$ cat src/design/pfg_pkg.sv
// Shared types, constants and the CORDIC arctangent table for the point range/FOV gate.
// Used by every module of the block; depends on nothing.
package pfg_pkg;

    localparam int CoordBitsDef    = 20;
    localparam int CordicStagesDef = 16;
    localparam int LimitBits       = 20;
    localparam int SqBits          = 2 * LimitBits;
    localparam int ClampBits       = 22;
    localparam int ClampMag        = 2097152;
    localparam int D2Bits          = 2 * ClampBits + 2;
    localparam int AngleBits       = 16;
    localparam int PhaseBits       = 32;
    localparam int PreShift        = 24;
    localparam int AddrBits        = 5;
    localparam int DataBits        = 32;

    localparam logic signed [AngleBits-1:0] AngleMin = 16'sh8000;
    localparam logic signed [AngleBits-1:0] AngleMax = 16'sh7fff;
    localparam logic [PhaseBits-1:0] QuarterTurn     = 32'h4000_0000;
    localparam logic [PhaseBits-1:0] ThreeQuarterTurn = 32'hc000_0000;
    localparam logic [PhaseBits-1:0] RoundHalf       = 32'h0000_8000;

    typedef enum logic [2:0] {
        RegDistEn   = 3'd0,
        RegMinRange = 3'd1,
        RegMaxRange = 3'd2,
        RegClear    = 3'd3,
        RegFovLow   = 3'd4,
        RegFovHigh  = 3'd5
    } pfg_reg_t;

    // Control fields that travel with a point down the pipeline.
    typedef struct packed {
        logic [AngleBits-1:0] heading;
        logic                 zero;
        logic                 keep;
        logic                 last;
    } pfg_side_t;

    // Derived range settings handed to the front end.
    typedef struct packed {
        logic                 min_on;
        logic                 max_on;
        logic [SqBits-1:0]    min_sq;
        logic [SqBits-1:0]    max_sq;
        logic [LimitBits-1:0] clear;
    } pfg_cfg_t;

    // atan(2^-i) as a 32-bit binary angle.
    function automatic logic [PhaseBits-1:0] atan_entry(input logic [4:0] idx);
        logic [PhaseBits-1:0] a;
        begin
            case (idx)
                5'd0:    a = 32'd536870912;
                5'd1:    a = 32'd316933406;
                5'd2:    a = 32'd167458907;
                5'd3:    a = 32'd85004756;
                5'd4:    a = 32'd42667331;
                5'd5:    a = 32'd21354465;
                5'd6:    a = 32'd10679838;
                5'd7:    a = 32'd5340245;
                5'd8:    a = 32'd2670163;
                5'd9:    a = 32'd1335087;
                5'd10:   a = 32'd667544;
                5'd11:   a = 32'd333772;
                5'd12:   a = 32'd166886;
                5'd13:   a = 32'd83443;
                5'd14:   a = 32'd41722;
                5'd15:   a = 32'd20861;
                5'd16:   a = 32'd10430;
                5'd17:   a = 32'd5215;
                5'd18:   a = 32'd2608;
                5'd19:   a = 32'd1304;
                5'd20:   a = 32'd652;
                5'd21:   a = 32'd326;
                5'd22:   a = 32'd163;
                5'd23:   a = 32'd81;
                default: a = '0;
            endcase
            return a;
        end
    endfunction

endpackage

$ cat src/design/pfg_cell.sv
// One CORDIC vectoring cell: a single micro-rotation by atan(2^-IDX), registered,
// with the point's payload carried alongside. Depends on pfg_pkg.
module pfg_cell #(
    parameter int COORD_BITS = pfg_pkg::CoordBitsDef,
    parameter int IDX        = 0,
    localparam int W         = COORD_BITS + 27
) (
    input  logic                          aclk,
    input  logic                          ld,
    input  logic signed [W-1:0]           x_in,
    input  logic signed [W-1:0]           y_in,
    input  logic [pfg_pkg::PhaseBits-1:0] z_in,
    input  pfg_pkg::pfg_side_t            side_in,
    input  logic [3*COORD_BITS-1:0]       pt_in,
    output logic signed [W-1:0]           x_out,
    output logic signed [W-1:0]           y_out,
    output logic [pfg_pkg::PhaseBits-1:0] z_out,
    output pfg_pkg::pfg_side_t            side_out,
    output logic [3*COORD_BITS-1:0]       pt_out
);

    localparam logic [pfg_pkg::PhaseBits-1:0] Atan = pfg_pkg::atan_entry(5'(IDX));

    logic signed [W-1:0]           xs, ys;
    logic                          ypos;
    logic signed [W-1:0]           x_reg, y_reg;
    logic [pfg_pkg::PhaseBits-1:0] z_reg;
    pfg_pkg::pfg_side_t            side_reg;
    logic [3*COORD_BITS-1:0]       pt_reg;

    assign xs   = x_in >>> IDX;
    assign ys   = y_in >>> IDX;
    assign ypos = !y_in[W-1] && (y_in != '0);

    always_ff @(posedge aclk) begin
        if (ld) begin
            if (ypos) begin
                x_reg <= x_in + ys;
                y_reg <= y_in - xs;
                z_reg <= z_in + Atan;
            end else begin
                x_reg <= x_in - ys;
                y_reg <= y_in + xs;
                z_reg <= z_in - Atan;
            end
            side_reg <= side_in;
            pt_reg   <= pt_in;
        end
    end

    assign x_out    = x_reg;
    assign y_out    = y_reg;
    assign z_out    = z_reg;
    assign side_out = side_reg;
    assign pt_out   = pt_reg;

endmodule

$ cat config.mk
export PLATFORM = sky130hd
export DESIGN_NAME = pfg_cell
export DESIGN_NICKNAME = d
export VERILOG_FILES = /design/src/design/pfg_pkg.sv /design/src/design/pfg_cell.sv
export SDC_FILE = /design/constraint.sdc
export NUM_CORES = 1
export LEC_CHECK = 0
export BUFFER_PORTS_ARGS = -buffer_cell sky130_fd_sc_hd__buf_2
export CAP_MARGIN = 20
export CORE_MARGIN = 4
export CORE_UTILIZATION = 30
export CTS_CLUSTER_DIAMETER = 120
export CTS_CLUSTER_SIZE = 30
export DETAILED_ROUTE_END_ITERATION = 6
export HOLD_SLACK_MARGIN = 0.1
export PLACE_DENSITY_LB_ADDON = 0.25
export SLEW_MARGIN = 20
export SYNTH_ARGS = -nofsm -noshare
export SYNTH_HDL_FRONTEND = slang
export SYNTH_SLANG_ARGS = --single-unit
$ cat constraint.sdc
create_clock -name aclk -period 3.6 [get_ports aclk]
set_input_delay 0.36 -clock aclk [delete_from_list [all_inputs] [get_ports aclk]]
set_output_delay 0.36 -clock aclk [all_outputs]
set_load 0.01 [all_outputs]
Word level (Yosys, flattened, before mapping)
Cells that the tools add are included.
- flip-flop bits (word level): 205
- bits of input ports: 207
- output and inout port bits: 205
- word-level logic and storage cells: 19
- add/subtract/negate cells: 5
- muxes and demuxes: 3
- reductions and logical operators: 3
- operators with widths (operator ; count):
    47-bit two-way mux ; 2
    47-bit subtractor ; 2
    47-bit adder ; 1
    47-bit nonzero test ; 1
    32-bit by 30-bit adder with 32-bit output (second input constant) ; 1
    32-bit two-way mux ; 1
    32-bit by 30-bit subtractor with 32-bit output (second input constant) ; 1
    1-bit logical AND ; 1
    1-bit logical NOT ; 1

Longest topological paths before layout
- word-level depth: 3
- depth in mapped cells: 14
- mapped depth without buffers: 13

Worst setup path after synthesis
No wires, ideal clock.
- kind: input port to flip-flop
- start point: input port x_in[17]
- end point: register y_reg[45] (netlist: y_out[45]) (data pin)
- setup time: 0.254 ns
- arrival time: 2.660 ns
- required time: 3.346 ns
- path slack: 0.685 ns
- cell stages on the path: 13
- path buffers: 1
- path through: inv_1 > ha_1 > buf_2 > nor3b_1 > or4_1 > a211oi_2 > nor4b_2 > a21oi_2 > o31a_1 > and3_1 > nor2_1 > o2111ai_1 > a21bo_1
- word-level cells in the longest chain between the ends: 2
- elaborated cells on any way between the ends: 3
- classes of those cells: add/sub (2); mux (1)
- RTL lines (what ; line ; source):
    from (decl) ; pfg_cell.sv:10 ; input logic signed [W-1:0] x_in,
    47-bit adder / 47-bit subtractor (equally long branches) ; pfg_cell.sv:43, pfg_cell.sv:39 ;
    47-bit two-way mux * ; pfg_cell.sv:37 ; if (ypos) begin
    to (signal assigned) ; pfg_cell.sv:39 ; y_reg <= y_in - xs;
    to (signal assigned) ; pfg_cell.sv:43 ; y_reg <= y_in + xs;
    to (decl) ; pfg_cell.sv:26 ; logic signed [W-1:0] x_reg, y_reg;
Every way passes the cells marked *; elsewhere a longest branch is shown, timed or not.
A chain may end at the register's enable or synchronous reset.

Worst setup path after layout
- start point: input port y_in[2]
- end point: register x_reg[43] (netlist: x_out[43]) (data pin)
- word-level cells in the longest chain between the ends: 3
- elaborated cells on any way between the ends: 5
- classes of those cells: add/sub (2); mux (1); reduce/logical (2)
- RTL lines (what ; line ; source):
    from (decl) ; pfg_cell.sv:11 ; input logic signed [W-1:0] y_in,
    parallel branches: the longest is 2 deep, another holds 47-bit subtractor ; - ;
    47-bit two-way mux * ; pfg_cell.sv:37 ;
    to (signal assigned) ; pfg_cell.sv:38 ; x_reg <= x_in + ys;
    to (signal assigned) ; pfg_cell.sv:42 ; x_reg <= x_in - ys;
    to (decl) ; pfg_cell.sv:26 ;
Every way passes the cells marked *.

==> metrics.txt <==
global route overflow 0; kind of start point of the critical path input pin; fraction of registers with async set or reset after synthesis 0; maximum capacitance violations 0; Final GP Congestion 0.9539; setup repair after global routing missed its margin no; DRC 0; element type at the critical path end register; Clock Sinks 204; worst-case hold path end point z_out[31]; vias per std cell between 5 and 6; VDD IR max 388.8 uV; most used flip-flop cell after synthesis sky130_fd_sc_hd__edfxtp_1; routed wire length per instance about 22 um; clock transition at the register clock pins on the worst setup and hold paths after CTS around 110 ps; total power after layout 7.409 mW; delay-heaviest family, CP compound AO/OA/AOI/OAI gates; gate count after technology mapping 1,559; power density cells 367.9 nW/um^2; post-synthesis net count 1,908; number of routed nets with antenna violations 0; maximum fanout count along the critical path 5; Max Fclk around 290 MHz; CTS tree yes; Critical-path top delay cell sky130_fd_sc_hd__a2111oi_0; most frequent cells after synthesis sky130_fd_sc_hd__edfxtp_1, sky130_fd_sc_hd__a21oi_1, sky130_fd_sc_hd__inv_1; mapped cell area 14,730 sq um; data arrival time of the worst path 3710 ps; placed instance area 18,640 sq um; CP Cell Sequence buf_2, ha_1, a21oi_1, nand2_1, a2111oi_0, nor2_1, a211oi_2, o311ai_1, a21o_1, a211o_1, mux2i_1, xnor2_1; Worst Hold Launch z_in[31]; number of buffer cells added on primary ports about 400; core footprint 48,150 sq um; wirelength, routed 64.19 mm; number of design-rule violations left by the first detailed-router iteration 1,096; IO Count 412; share of layout cells above drive strength 1 0.2812; starting utilization of the core area 0.3059; initial antenna violation count 4; count of synthesis-stage warnings from yosys 0; DIE AREA ~53,000 sq um; number of endpoints failing setup at the final stage 0; nets@finish 2,540; Final Cell Area between 20,000 and 25,000 sq um; final critical delay including setup and external delays 3451 ps; first-pass GRT wire length 94.47 mm; most common cell in the synthesized netlist sky130_fd_sc_hd__edfxtp_1; Num CTS Buffers 12; number of global-route vias before repair 14.73k; post-CTS resize count 0; maximum buffer depth of the clock tree 3; clock tree root driver cell sky130_fd_sc_hd__clkbuf_16; Post-synth EDFFs between 200 and 250; slew at the pin closest to its max-slew limit ~760 ps; synthesis-stage register bit count 204; number of instances in the placed design 2,725; Chip Width 229.6 um; Critical path buffers and inverters 1; cell type with the largest total area after synthesis sky130_fd_sc_hd__edfxtp_1; mean post-synth cell area between 9 and 10 sq um; Post-CTS Setup Bufs 0; share of the synthesized area in the top cell type 0.4159; GRT Total Usage 0.2316; H-tree level count 1; count of unique library cells instantiated by Yosys 76; relative max-transition margin 0.4779; first-pass iteration count of the detailed router 6; hold-fix buffers at CTS 108; post-synthesis sequential area ratio 0.4159; number of vias in the routed layout 14.66k; total negative setup slack 0 ps; largest net degree at the start of global routing just over 80; Die Height 229.6 um; largest incremental delay on the critical path approximately 730 ps; data required time of the worst path 3860 ps; Synth area leaders sky130_fd_sc_hd__edfxtp_1, sky130_fd_sc_hd__ha_1, sky130_fd_sc_hd__a21oi_1, sky130_fd_sc_hd__xnor2_1, sky130_fd_sc_hd__inv_1; Non-Filler Instances 2,854; Cells on Worst Hold Path 3; area growth from synthesis to layout 36.73%; period utilisation layout 0.9587; Pins Over Slew Limit 0; run status complete, no violations; leakage power of the design 8.868 nW; number of placement rows 80; total count of hold-check failures in the final report 0; class of the tightest hold or removal check in2reg; category of the critical setup timing path in2reg; post-detail-place hpwl 52.30 mm
==> cells in the final DEF (no fill, tap or decap), types with 6 or more instances in the layout <==
cell type / n
sky130_fd_sc_hd__edfxtp_1: 204
sky130_fd_sc_hd__nand3_1: 17
sky130_fd_sc_hd__o21ai_1: 14
sky130_fd_sc_hd__and3_1: 6
sky130_fd_sc_hd__o211ai_1: 16
sky130_fd_sc_hd__nor2_1: 120
sky130_fd_sc_hd__a21oi_1: 202
sky130_fd_sc_hd__mux2i_1: 19
sky130_fd_sc_hd__a21o_1: 29
sky130_fd_sc_hd__xor2_1: 8
sky130_fd_sc_hd__nand2b_1: 10
sky130_fd_sc_hd__nand2_1: 91
sky130_fd_sc_hd__o31a_1: 6
sky130_fd_sc_hd__buf_2: 410
sky130_fd_sc_hd__o31ai_1: 9
sky130_fd_sc_hd__o21ai_0: 98
sky130_fd_sc_hd__inv_2: 6
sky130_fd_sc_hd__nor3_1: 35
sky130_fd_sc_hd__o21a_1: 15
sky130_fd_sc_hd__dlygate4sd3_1: 108
sky130_fd_sc_hd__a211oi_1: 15
sky130_fd_sc_hd__a31oi_1: 17
sky130_fd_sc_hd__clkbuf_16: 13
sky130_fd_sc_hd__inv_1: 143
sky130_fd_sc_hd__a221oi_1: 6
sky130_fd_sc_hd__o21bai_1: 31
sky130_fd_sc_hd__nor4_1: 25
sky130_fd_sc_hd__xnor2_1: 84
sky130_fd_sc_hd__nand4_1: 25
sky130_fd_sc_hd__ha_1: 138
sky130_fd_sc_hd__a21boi_0: 6
sky130_fd_sc_hd__nor2b_1: 18
sky130_fd_sc_hd__buf_4: 158
==> registers in the layout, summed over array words and instances (netlist names) <==
signal and flops:
pt_out 60, side_out 19, x_out 47, y_out 46, z_out 32
==> metal layers <==
metal	up-vias	track usage	wire (um)
li1	6899	-	-
met1	7060	0.2954	27110
met2	624	0.4115	31410
met3	75	0.03628	4131
met4	2	0.05515	1532
met5	-	0	13
==> power by group <==
group / internal (mW) / leakage (nW) / switching (mW) / total, mW
combinational: 1.11 / 6.68 / 1.65 / 2.76
sequential: 2.98 / 2.00 / 0.0848 / 3.07
clock: 0.698 / 0.194 / 0.878 / 1.58
==> layout make-up <==
cell class              count  area [sq um]
diodes                      4         10.01
repair buffers            682          4433
inverters                 149         559.3
well taps                 656         820.8
flip-flops and latches    204          6126
clock inverters             4         85.08
fillers                  4755         28010
multi-input cells        1142          7780
clock buffers              13         325.3
==> stage by stage <==
stage	hold slack (ps)	util	setup WS (ps)
finish	250.8	0.4183	148.5
global route	245.4	0.4181	49.58
CTS	222.2	0.4181	302.9
detailed placement	538.5	0.3871	-254.5
global placement	537.5	0.3871	-224.1
floorplan	458.9	-	685.3
==> cell families (layout without fill, tap and decap cells) <==
logic type	after synthesis	in the layout	share of synthesized area
AOI/OAI and AO/OA	518	518	0.2180
DFF	204	204	0.4159
and+or+nand+nor	371	371	0.1199
other	0	4	0
xor gates and xnor gates	92	92	0.05471
muxes	19	19	0.01291
adders and majority gates	142	142	0.1227
buffers and inverters	213	848	0.05589
==> worst max-delay path by stage <==
stage                         from         to  slack (ps)  cells past startpoint
after detailed placement   y_in[4]  x_out[43]        -250                     13
after global routing       x_in[2]  x_out[43]          50                     13
after floorplan           x_in[17]  y_out[45]         690                     13
after CTS                  y_in[4]  x_out[43]         300                     13
final                      y_in[2]  x_out[43]         150                     12
after global placement    x_in[14]  x_out[43]        -220                     13
No activity file was read; power rests on OpenSTA's default activity.
