==> config.mk <==
export PLATFORM = sky130hd
export DESIGN_NAME = pfg_front
export DESIGN_NICKNAME = d
export VERILOG_FILES = /design/src/design/pfg_pkg.sv /design/src/design/pfg_front.sv
export SDC_FILE = /design/constraint.sdc
export NUM_CORES = 2
export LEC_CHECK = 0
export BUFFER_PORTS_ARGS = -buffer_cell sky130_fd_sc_hd__buf_2
export CELL_PAD_IN_SITES_DETAIL_PLACEMENT = 1
export CELL_PAD_IN_SITES_GLOBAL_PLACEMENT = 1
export CORE_MARGIN = 4
export CORE_UTILIZATION = 25
export DETAILED_ROUTE_END_ITERATION = 8
export GPL_ROUTABILITY_DRIVEN = 1
export GPL_TIMING_DRIVEN = 0
export PLACE_DENSITY_LB_ADDON = 0.1
export RECOVER_POWER = 50
export SLEW_MARGIN = 20
export SYNTH_ARGS = -nofsm -noshare
export SYNTH_HDL_FRONTEND = slang
export SYNTH_SLANG_ARGS = --single-unit
==> constraint.sdc <==
create_clock -name aclk -period 25.9 [get_ports aclk]
set_clock_uncertainty 0.2 [all_clocks]
set_input_delay 1.295 -clock aclk [delete_from_list [all_inputs] [get_ports aclk]]
set_output_delay 1.295 -clock aclk [all_outputs]
set_load 0.005 [all_outputs]
==> src/design/pfg_pkg.sv <==
// Shared types, constants and the CORDIC arctangent table for the point range/FOV gate.
// Used by every module of the block; depends on nothing.
package pfg_pkg;

    localparam int CoordBitsDef    = 20;
    localparam int CordicStagesDef = 16;
    localparam int LimitBits       = 20;
    localparam int SqBits          = 2 * LimitBits;
    localparam int ClampBits       = 22;
    localparam int ClampMag        = 2097152;
    localparam int D2Bits          = 2 * ClampBits + 2;
    localparam int AngleBits       = 16;
    localparam int PhaseBits       = 32;
    localparam int PreShift        = 24;
    localparam int AddrBits        = 5;
    localparam int DataBits        = 32;

    localparam logic signed [AngleBits-1:0] AngleMin = 16'sh8000;
    localparam logic signed [AngleBits-1:0] AngleMax = 16'sh7fff;
    localparam logic [PhaseBits-1:0] QuarterTurn     = 32'h4000_0000;
    localparam logic [PhaseBits-1:0] ThreeQuarterTurn = 32'hc000_0000;
    localparam logic [PhaseBits-1:0] RoundHalf       = 32'h0000_8000;

    typedef enum logic [2:0] {
        RegDistEn   = 3'd0,
        RegMinRange = 3'd1,
        RegMaxRange = 3'd2,
        RegClear    = 3'd3,
        RegFovLow   = 3'd4,
        RegFovHigh  = 3'd5
    } pfg_reg_t;

    // Control fields that travel with a point down the pipeline.
    typedef struct packed {
        logic [AngleBits-1:0] heading;
        logic                 zero;
        logic                 keep;
        logic                 last;
    } pfg_side_t;

    // Derived range settings handed to the front end.
    typedef struct packed {
        logic                 min_on;
        logic                 max_on;
        logic [SqBits-1:0]    min_sq;
        logic [SqBits-1:0]    max_sq;
        logic [LimitBits-1:0] clear;
    } pfg_cfg_t;

    // atan(2^-i) as a 32-bit binary angle.
    function automatic logic [PhaseBits-1:0] atan_entry(input logic [4:0] idx);
        logic [PhaseBits-1:0] a;
        begin
            case (idx)
                5'd0:    a = 32'd536870912;
                5'd1:    a = 32'd316933406;
                5'd2:    a = 32'd167458907;
                5'd3:    a = 32'd85004756;
                5'd4:    a = 32'd42667331;
                5'd5:    a = 32'd21354465;
                5'd6:    a = 32'd10679838;
                5'd7:    a = 32'd5340245;
                5'd8:    a = 32'd2670163;
                5'd9:    a = 32'd1335087;
                5'd10:   a = 32'd667544;
                5'd11:   a = 32'd333772;
                5'd12:   a = 32'd166886;
                5'd13:   a = 32'd83443;
                5'd14:   a = 32'd41722;
                5'd15:   a = 32'd20861;
                5'd16:   a = 32'd10430;
                5'd17:   a = 32'd5215;
                5'd18:   a = 32'd2608;
                5'd19:   a = 32'd1304;
                5'd20:   a = 32'd652;
                5'd21:   a = 32'd326;
                5'd22:   a = 32'd163;
                5'd23:   a = 32'd81;
                default: a = '0;
            endcase
            return a;
        end
    endfunction

endpackage

==> src/design/pfg_front.sv <==
// Front end of the gate: offsets, clamped squares, height test, range test and the
// quadrant pre-rotation that seeds the CORDIC chain. Four register stages.
// Depends on pfg_pkg.
module pfg_front #(
    parameter int COORD_BITS = pfg_pkg::CoordBitsDef,
    localparam int D  = COORD_BITS + 1,
    localparam int W  = COORD_BITS + 27,
    localparam int MW = (D > pfg_pkg::ClampBits) ? D : pfg_pkg::ClampBits,
    localparam int HW = (D > pfg_pkg::LimitBits + 1) ? D : pfg_pkg::LimitBits + 1
) (
    input  logic                                aclk,
    input  logic [3:0]                          ld,
    input  pfg_pkg::pfg_cfg_t                   cfg,
    input  logic [COORD_BITS-1:0]               pt_x,
    input  logic [COORD_BITS-1:0]               pt_y,
    input  logic [COORD_BITS-1:0]               pt_z,
    input  logic [COORD_BITS-1:0]               org_x,
    input  logic [COORD_BITS-1:0]               org_y,
    input  logic [COORD_BITS-1:0]               org_z,
    input  logic [pfg_pkg::AngleBits-1:0]       org_heading,
    input  logic                                cloud_end,
    output logic signed [W-1:0]                 x_out,
    output logic signed [W-1:0]                 y_out,
    output logic [pfg_pkg::PhaseBits-1:0]       z_out,
    output pfg_pkg::pfg_side_t                  side_out,
    output logic [3*COORD_BITS-1:0]             pt_out
);

    // Stage 0: offsets from the origin.
    logic signed [D-1:0]       dx_reg, dy_reg, dz_reg;
    logic [3*COORD_BITS-1:0]   pt0_reg, pt1_reg, pt2_reg, pt3_reg;
    pfg_pkg::pfg_side_t        side0_reg, side1_reg, side2_reg, side3_reg;

    always_ff @(posedge aclk) begin
        if (ld[0]) begin
            dx_reg    <= $signed({pt_x[COORD_BITS-1], pt_x}) - $signed({org_x[COORD_BITS-1], org_x});
            dy_reg    <= $signed({pt_y[COORD_BITS-1], pt_y}) - $signed({org_y[COORD_BITS-1], org_y});
            dz_reg    <= $signed({pt_z[COORD_BITS-1], pt_z}) - $signed({org_z[COORD_BITS-1], org_z});
            pt0_reg   <= {pt_z, pt_y, pt_x};
            side0_reg <= '{heading: org_heading, zero: 1'b0, keep: 1'b1, last: cloud_end};
        end
    end

    // Stage 1: clamped squares, height test and CORDIC seed.
    function automatic logic [pfg_pkg::ClampBits-1:0] clamp_mag(input logic signed [D-1:0] d);
        logic [MW-1:0] m;
        begin
            m = d[D-1] ? MW'(-d) : MW'(d);
            return (m > MW'(pfg_pkg::ClampMag)) ? pfg_pkg::ClampBits'(pfg_pkg::ClampMag)
                                                : m[pfg_pkg::ClampBits-1:0];
        end
    endfunction

    logic [pfg_pkg::ClampBits-1:0]   mx, my, mz;
    logic [2*pfg_pkg::ClampBits-1:0] sqx, sqy, sqz;
    logic signed [HW-1:0]            dz_w, clr_w;
    logic                            hdrop;
    logic signed [W-1:0]             ex, ey, sx, sy;
    logic [pfg_pkg::PhaseBits-1:0]   sz;

    assign mx    = clamp_mag(dx_reg);
    assign my    = clamp_mag(dy_reg);
    assign mz    = clamp_mag(dz_reg);
    assign sqx   = mx * mx;
    assign sqy   = my * my;
    assign sqz   = mz * mz;
    assign dz_w  = HW'(dz_reg);
    assign clr_w = $signed(HW'(cfg.clear));
    assign hdrop = (cfg.clear != '0) && (dz_w > clr_w);

    assign ex = $signed({{2{dx_reg[D-1]}}, dx_reg, {pfg_pkg::PreShift{1'b0}}});
    assign ey = $signed({{2{dy_reg[D-1]}}, dy_reg, {pfg_pkg::PreShift{1'b0}}});

    // Points behind the sensor are turned by a quarter turn into the right half plane.
    always_comb begin
        sx = ex;
        sy = ey;
        sz = '0;
        if (ex[W-1]) begin
            if (!ey[W-1]) begin
                sx = ey;
                sy = -ex;
                sz = pfg_pkg::QuarterTurn;
            end else begin
                sx = -ey;
                sy = ex;
                sz = pfg_pkg::ThreeQuarterTurn;
            end
        end
    end

    logic [2*pfg_pkg::ClampBits-1:0] sqx_reg, sqy_reg, sqz_reg;
    logic signed [W-1:0]             x1_reg, y1_reg, x2_reg, y2_reg, x3_reg, y3_reg;
    logic [pfg_pkg::PhaseBits-1:0]   z1_reg, z2_reg, z3_reg;

    always_ff @(posedge aclk) begin
        if (ld[1]) begin
            sqx_reg   <= sqx;
            sqy_reg   <= sqy;
            sqz_reg   <= sqz;
            x1_reg    <= sx;
            y1_reg    <= sy;
            z1_reg    <= sz;
            pt1_reg   <= pt0_reg;
            side1_reg <= '{heading: side0_reg.heading,
                           zero:    (dx_reg == '0) && (dy_reg == '0),
                           keep:    side0_reg.keep & ~hdrop,
                           last:    side0_reg.last};
        end
    end

    // Stage 2: squared distance.
    logic [pfg_pkg::D2Bits-1:0] d2_reg;

    always_ff @(posedge aclk) begin
        if (ld[2]) begin
            d2_reg    <= pfg_pkg::D2Bits'(sqx_reg) + pfg_pkg::D2Bits'(sqy_reg)
                         + pfg_pkg::D2Bits'(sqz_reg);
            x2_reg    <= x1_reg;
            y2_reg    <= y1_reg;
            z2_reg    <= z1_reg;
            pt2_reg   <= pt1_reg;
            side2_reg <= side1_reg;
        end
    end

    // Stage 3: range limits.
    logic rdrop;

    assign rdrop = (cfg.min_on && (d2_reg < pfg_pkg::D2Bits'(cfg.min_sq)))
                || (cfg.max_on && (d2_reg > pfg_pkg::D2Bits'(cfg.max_sq)));

    always_ff @(posedge aclk) begin
        if (ld[3]) begin
            x3_reg    <= x2_reg;
            y3_reg    <= y2_reg;
            z3_reg    <= z2_reg;
            pt3_reg   <= pt2_reg;
            side3_reg <= '{heading: side2_reg.heading,
                           zero:    side2_reg.zero,
                           keep:    side2_reg.keep & ~rdrop,
                           last:    side2_reg.last};
        end
    end

    assign x_out    = x3_reg;
    assign y_out    = y3_reg;
    assign z_out    = z3_reg;
    assign side_out = side3_reg;
    assign pt_out   = pt3_reg;

endmodule

Word-level counts from Yosys, hierarchy flattened:

Index checks and enable logic that the tools add are counted.

* $add $sub $neg: 10
* reductions and logical operators: 10
* muxes and demuxes: 11
* multiply operators: 3
* bitwise logic cells: 4
* $lt $le $gt $ge: 6

Operators by type and width (number)
* multiplier 22 x 22 -> 44 bit: 3
* 2-to-1 mux 22 bit: 6
* 2-to-1 mux 47 bit: 2
* negation 45 -> 47 bit: 2
* 2-to-1 mux 44 bit: 2
* > comparator 22 bit, second input constant: 3
* negation 21 -> 22 bit: 3
* subtractor 20 x 20 -> 21 bit: 3
* adder 45 x 44 -> 46 bit: 1
* > comparator 46 x 40 -> 1 bit: 1
* < comparator 46 x 40 -> 1 bit: 1
* adder 44 x 44 -> 45 bit: 1
* zero test 21 bit: 2
* 2-to-1 mux 32 bit: 1
* > comparator 21 bit: 1
* nonzero test 20 bit: 1
* logical AND 1 bit: 4
* inverter 1 bit: 3
* AND reduction 2 bit: 1
* OR reduction 2 bit: 1
* bitwise AND 1 bit: 1
* logical OR 1 bit: 1

* word-level logic and storage cells: 80
* register bits: 933
* input port bits: 244

Longest topological paths before layout:

* depth after elaboration: 5
* gate-level depth with buffers: 45
* gate-level depth less buffers: 41

Worst setup path after synthesis:

No wires, ideal clock.

* path type: reg-to-reg
* start point: register dy_reg[0]
* end point: register sqy_reg[36] (netlist bit) (data pin)
* path slack: 15920 ps
* path buffers: 2
* cell stages (with the launch flop): 39
* data required time: 25435 ps
* period minus slack after synthesis: 9980 ps
* arrival: 9515 ps
* setup time: 265 ps
* cell sequence: edfxtp_1 > clkbuf_1 > inv_1 > clkbuf_1 > ha_1 > nand2b_1 > xor2_1 > o2111ai_1 > a2111oi_0 > nand3_1 > a2111oi_2 > a41oi_4 > nor2_4 > inv_2 > nor2_2 > inv_2 > fa_1 > inv_1 > [3 not listed] > inv_1 > fa_1 > fa_1 > fa_1 > inv_1 > fa_1 > inv_1 > ha_1 > a21oi_1 > o21ai_0 > a2111oi_0 > nand3_1 > a41oi_1 > o21bai_1 > a21oi_1 > o31a_1 > o21ai_0 > xor2_1

* word-level cells in the longest chain between the ends: 5

RTL lines
* from (decl): RTL line pfg_front.sv:30 `logic signed [D-1:0] dx_reg, dy_reg, dz_reg;`
* from (signal assigned): RTL line pfg_front.sv:37 `dy_reg <= $signed({pt_y[COORD_BITS-1], pt_y}) - $signed({org_y[COORD_BITS-1], org_y});`
* negation 21 -> 22 bit: RTL line pfg_front.sv:48 `m = d[D-1] ? MW'(-d) : MW'(d);`
* 2-to-1 mux 22 bit *: RTL line pfg_front.sv:48
* > comparator 22 bit: RTL line pfg_front.sv:49 `return (m > MW'(pfg_pkg::ClampMag)) ? pfg_pkg::ClampBits'(pfg_pkg::ClampMag)`
* 2-to-1 mux 22 bit *: RTL line pfg_front.sv:49
* multiplier 22 x 22 -> 44 bit *: RTL line pfg_front.sv:65 `assign sqy = my * my;`
* net sqy, one bit: RTL line pfg_front.sv:55 `logic [2*pfg_pkg::ClampBits-1:0] sqx, sqy, sqz;`
* to (signal assigned): RTL line pfg_front.sv:99 `sqy_reg <= sqy;`
* to (decl): RTL line pfg_front.sv:92 `logic [2*pfg_pkg::ClampBits-1:0] sqx_reg, sqy_reg, sqz_reg;`

The timed path passes the listed nets; every way through them passes the cells marked *.
A chain may end at the register's enable or synchronous reset.

Worst setup path in the final report:

Ends and elaborated chain as after synthesis.

==> summary.md <==
| Metric | Value |
|---|---|
| Post-synthesis area per instance | `~11 sq um` |
| Top-count cell post-synth | `inv_1` |
| Fin nets | `between 9,000 and 10,000` |
| Vias per cell | `around 4.3` |
| Rel. slew slack | `-2.22` |
| Worst-Margin Slew | `4.83 ns` |
| Post-cts hold buffer count | `0` |
| Status | `finished with violations` |
| Die Span Y | `546 um` |
| Worst R2R Path Depth | `38` |
| Die area | `around 300,000 sq um` |
| CP dominant cell by count | `fa_1` |
| Req. time, crit path | `~26 ns` |
| Number of buffers created by CTS | `86` |
| Total track usage | `0.165` |
| Fmax | `around 74 MHz` |
| Vias in the first global route | `55,900` |
| Post-CTS setup buffer count | `0` |
| Synth warnings | `0` |
| Synth unique cells | `94` |
| Main area contributors after synthesis | `fa_1 (30%), edfxtp_1 (29%), ha_1 (12%)` |
| Period utilization | `0.520` |
| PortBufs | `370` |
| Max incr delay on CP | `0.71 ns` |
| Layout cells sized above 1 | `0.0887` |
| Final WL | `243,000 um` |
| Reg2reg setup slack | `between 10 and 15 ns` |
| Maximum number of pins on one net before global-route repair | `approximately 80` |
| Max cap viols | `8` |
| CP Capture Type | `flop` |
| R2R Path Start | `dy_reg[0]` |
| Hold Crit Class | `flop to flop` |
| Post-synth EDFFs | `696` |
| Clock Latency Late Sink | `roughly 0.76 ns` |
| WP data arrival | `roughly 14 ns` |
| Cell chosen for the clock root | `clkbuf_16` |
| Synthesized area | `72,300 sq um` |
| Post-Syn Instances | `~6,800` |
| Synth top cells by count | `inv_1 (1,585), fa_1 (1,082), edfxtp_1 (696), ha_1 (674), nor2_1 (482)` |
| Fin. max-slew vios | `490` |
| Clk sinks | `696` |
| Initial antenna violation count | `8` |
| Core area | `about 290,000 sq um` |
| PostCTS Resize Cnt | `0` |
| Antenna Nets Post-Route | `0` |
| Setup TNS | `0 ns` |
| CTS tree | `done` |
| Synth top area share | `0.300` |
| Failing checks | `capacitance limit, slew limit` |
| Hold_sp | `pt1_reg[47]` |
| Minimum clock period | `about 13 ns` |
| Hold depth | `0` |
| Drt wl/cell | `between 20 and 25 um` |
| Post-detail-place hpwl | `206,000 um` |
| # fillers | `about 33,000` |
| Gr ovfl total | `0` |
| Setup violators final | `0` |
| Slowest stage cell, crit path | `clkbuf_1` |
| Die width | `between 500 and 600 um` |
| DR pass1 iterations | `7` |
| Area grow syn2layout | `15.0%` |
| Final hold vios | `0` |
| Hold Path End | `pt2_reg[47]` |
| Top_reg_cell synth | `edfxtp_1` |
| RSZ-0062 raised after global routing | `no` |
| Residual DRC count | `0` |
| Register area share after synthesis | `0.289` |
| Core Rows | `197` |
| H-Tree Depth | `3` |
| Effective utilization at floorplan | `0.251` |
| Clk pin slew, worst setup/hold paths | `about 0.06 ns` |
| Synth area leader | `fa_1` |
| Clock buffer depth | `3` |
| Crit Reg-Reg Endpoint | `sqy_reg[36]` |
| Drt initial violations | `around 1,900` |
| #FFs+latches synth | `696` |
| Max FO, Critical Path | `10` |
| I/O pins | `between 400 and 500` |
| Critical Path Start Type | `flop` |
| GPL Wtd Cong | `between 0.8 and 0.9` |
| Ys async rst share | `0` |
| WS Path Type | `flop to flop` |
| First-pass GRT wire length | `368,000 um` |
| Via Count | `about 48,000` |
[worst max-delay path, delay by kind of cell, from the launching register on]
kind | cells | cell delay (ns)
adders and majority gates | 9 | 4.27
xor gates and xnor gates | 2 | 1.02
buffers and inverters | 10 | 2.08
AOI/OAI and AO/OA | 11 | 3.33
and+or+nand+nor | 6 | 1.85
DFF | 1 | 0.41
[cells by family after synthesis]
family / count (synthesis) / synth area share
mux: 4 / 0.000571
xor+xnor: 328 / 0.0402
buf+inv: 1831 / 0.0998
fa+ha+maj: 1756 / 0.416
flops: 696 / 0.289
simple gates: 1345 / 0.0833
other cells: 2 / 0.000104
compound gates: 788 / 0.0703
[cells in the final DEF (no fill, tap or decap), types with 38 or more instances in the layout]
cell / count
ha_1: 674
a21o_1: 123
nor3_1: 49
inv_1: 1585
a21oi_1: 267
o21a_1: 40
fa_1: 1082
nand2_1: 481
clkbuf_16: 86
nand3_1: 56
edfxtp_1: 696
clkbuf_1: 191
buf_2: 313
nor2b_1: 38
o21ai_0: 145
nor2_1: 480
conb_1: 191
xnor2_1: 206
nand2b_1: 47
clkinv_1: 38
xor2_1: 76
buf_4: 81
[how the worst max path moves through the flow]
stage          startpoint          end  slack [ns]  cells after the start
2_1_floorplan   dy_reg[0]  sqy_reg[36]       15.92                     38
3_3_place_gp    dy_reg[0]  sqy_reg[36]       11.75                     38
3_5_place_dp   dy_reg[20]  sqy_reg[36]       12.38                     35
4_1_cts        dy_reg[20]  sqy_reg[36]       12.25                     35
5_1_grt         dy_reg[0]  sqy_reg[36]       11.72                     42
6_report        dy_reg[0]  sqy_reg[36]       12.42                     38
[layout make-up]
| type | count | area [sq um] | area share |
|---|---|---|---|
| plain buffers | 215 | 1140 | 0.0137 |
| clock inverters | 64 | 656 | 0.00789 |
| inverters | 1616 | 6070 | 0.0731 |
| well taps | 3781 | 4730 | 0.0569 |
| repair buffers | 402 | 2160 | 0.0260 |
| clock buffers | 96 | 2190 | 0.0264 |
| diodes | 12 | 30.0 | 0.000361 |
| flip-flops and latches | 696 | 20900 | 0.252 |
| multi-input cells | 4412 | 45200 | 0.544 |
[per-stage QoR]
step / hold WS (ns) / setup slack [ns] / cells / util / area [sq um]
floorplan: 0.200 / 15.92 / 6939 / - / 73000
global placement: 0.200 / 11.75 / 11100 / 0.276 / 79600
detailed placement: 0.205 / 12.38 / 11100 / 0.279 / 80400
CTS: 0.183 / 12.25 / 11300 / 0.289 / 83300
global route: 0.201 / 11.72 / 11300 / 0.289 / 83100
finish: 0.197 / 12.42 / 11300 / 0.289 / 83100
[routing by layer]
layer / global-route usage / wire (um)
met1: 0.217 / 110000
met2: 0.288 / 120000
met3: 0.0233 / 8370
met4: 0.0343 / 4960
met5: 0 / 7
Power is left out: the tool's default activity adds up to more than one toggle a clock period on the data nets, which glitch-free logic cannot reach.
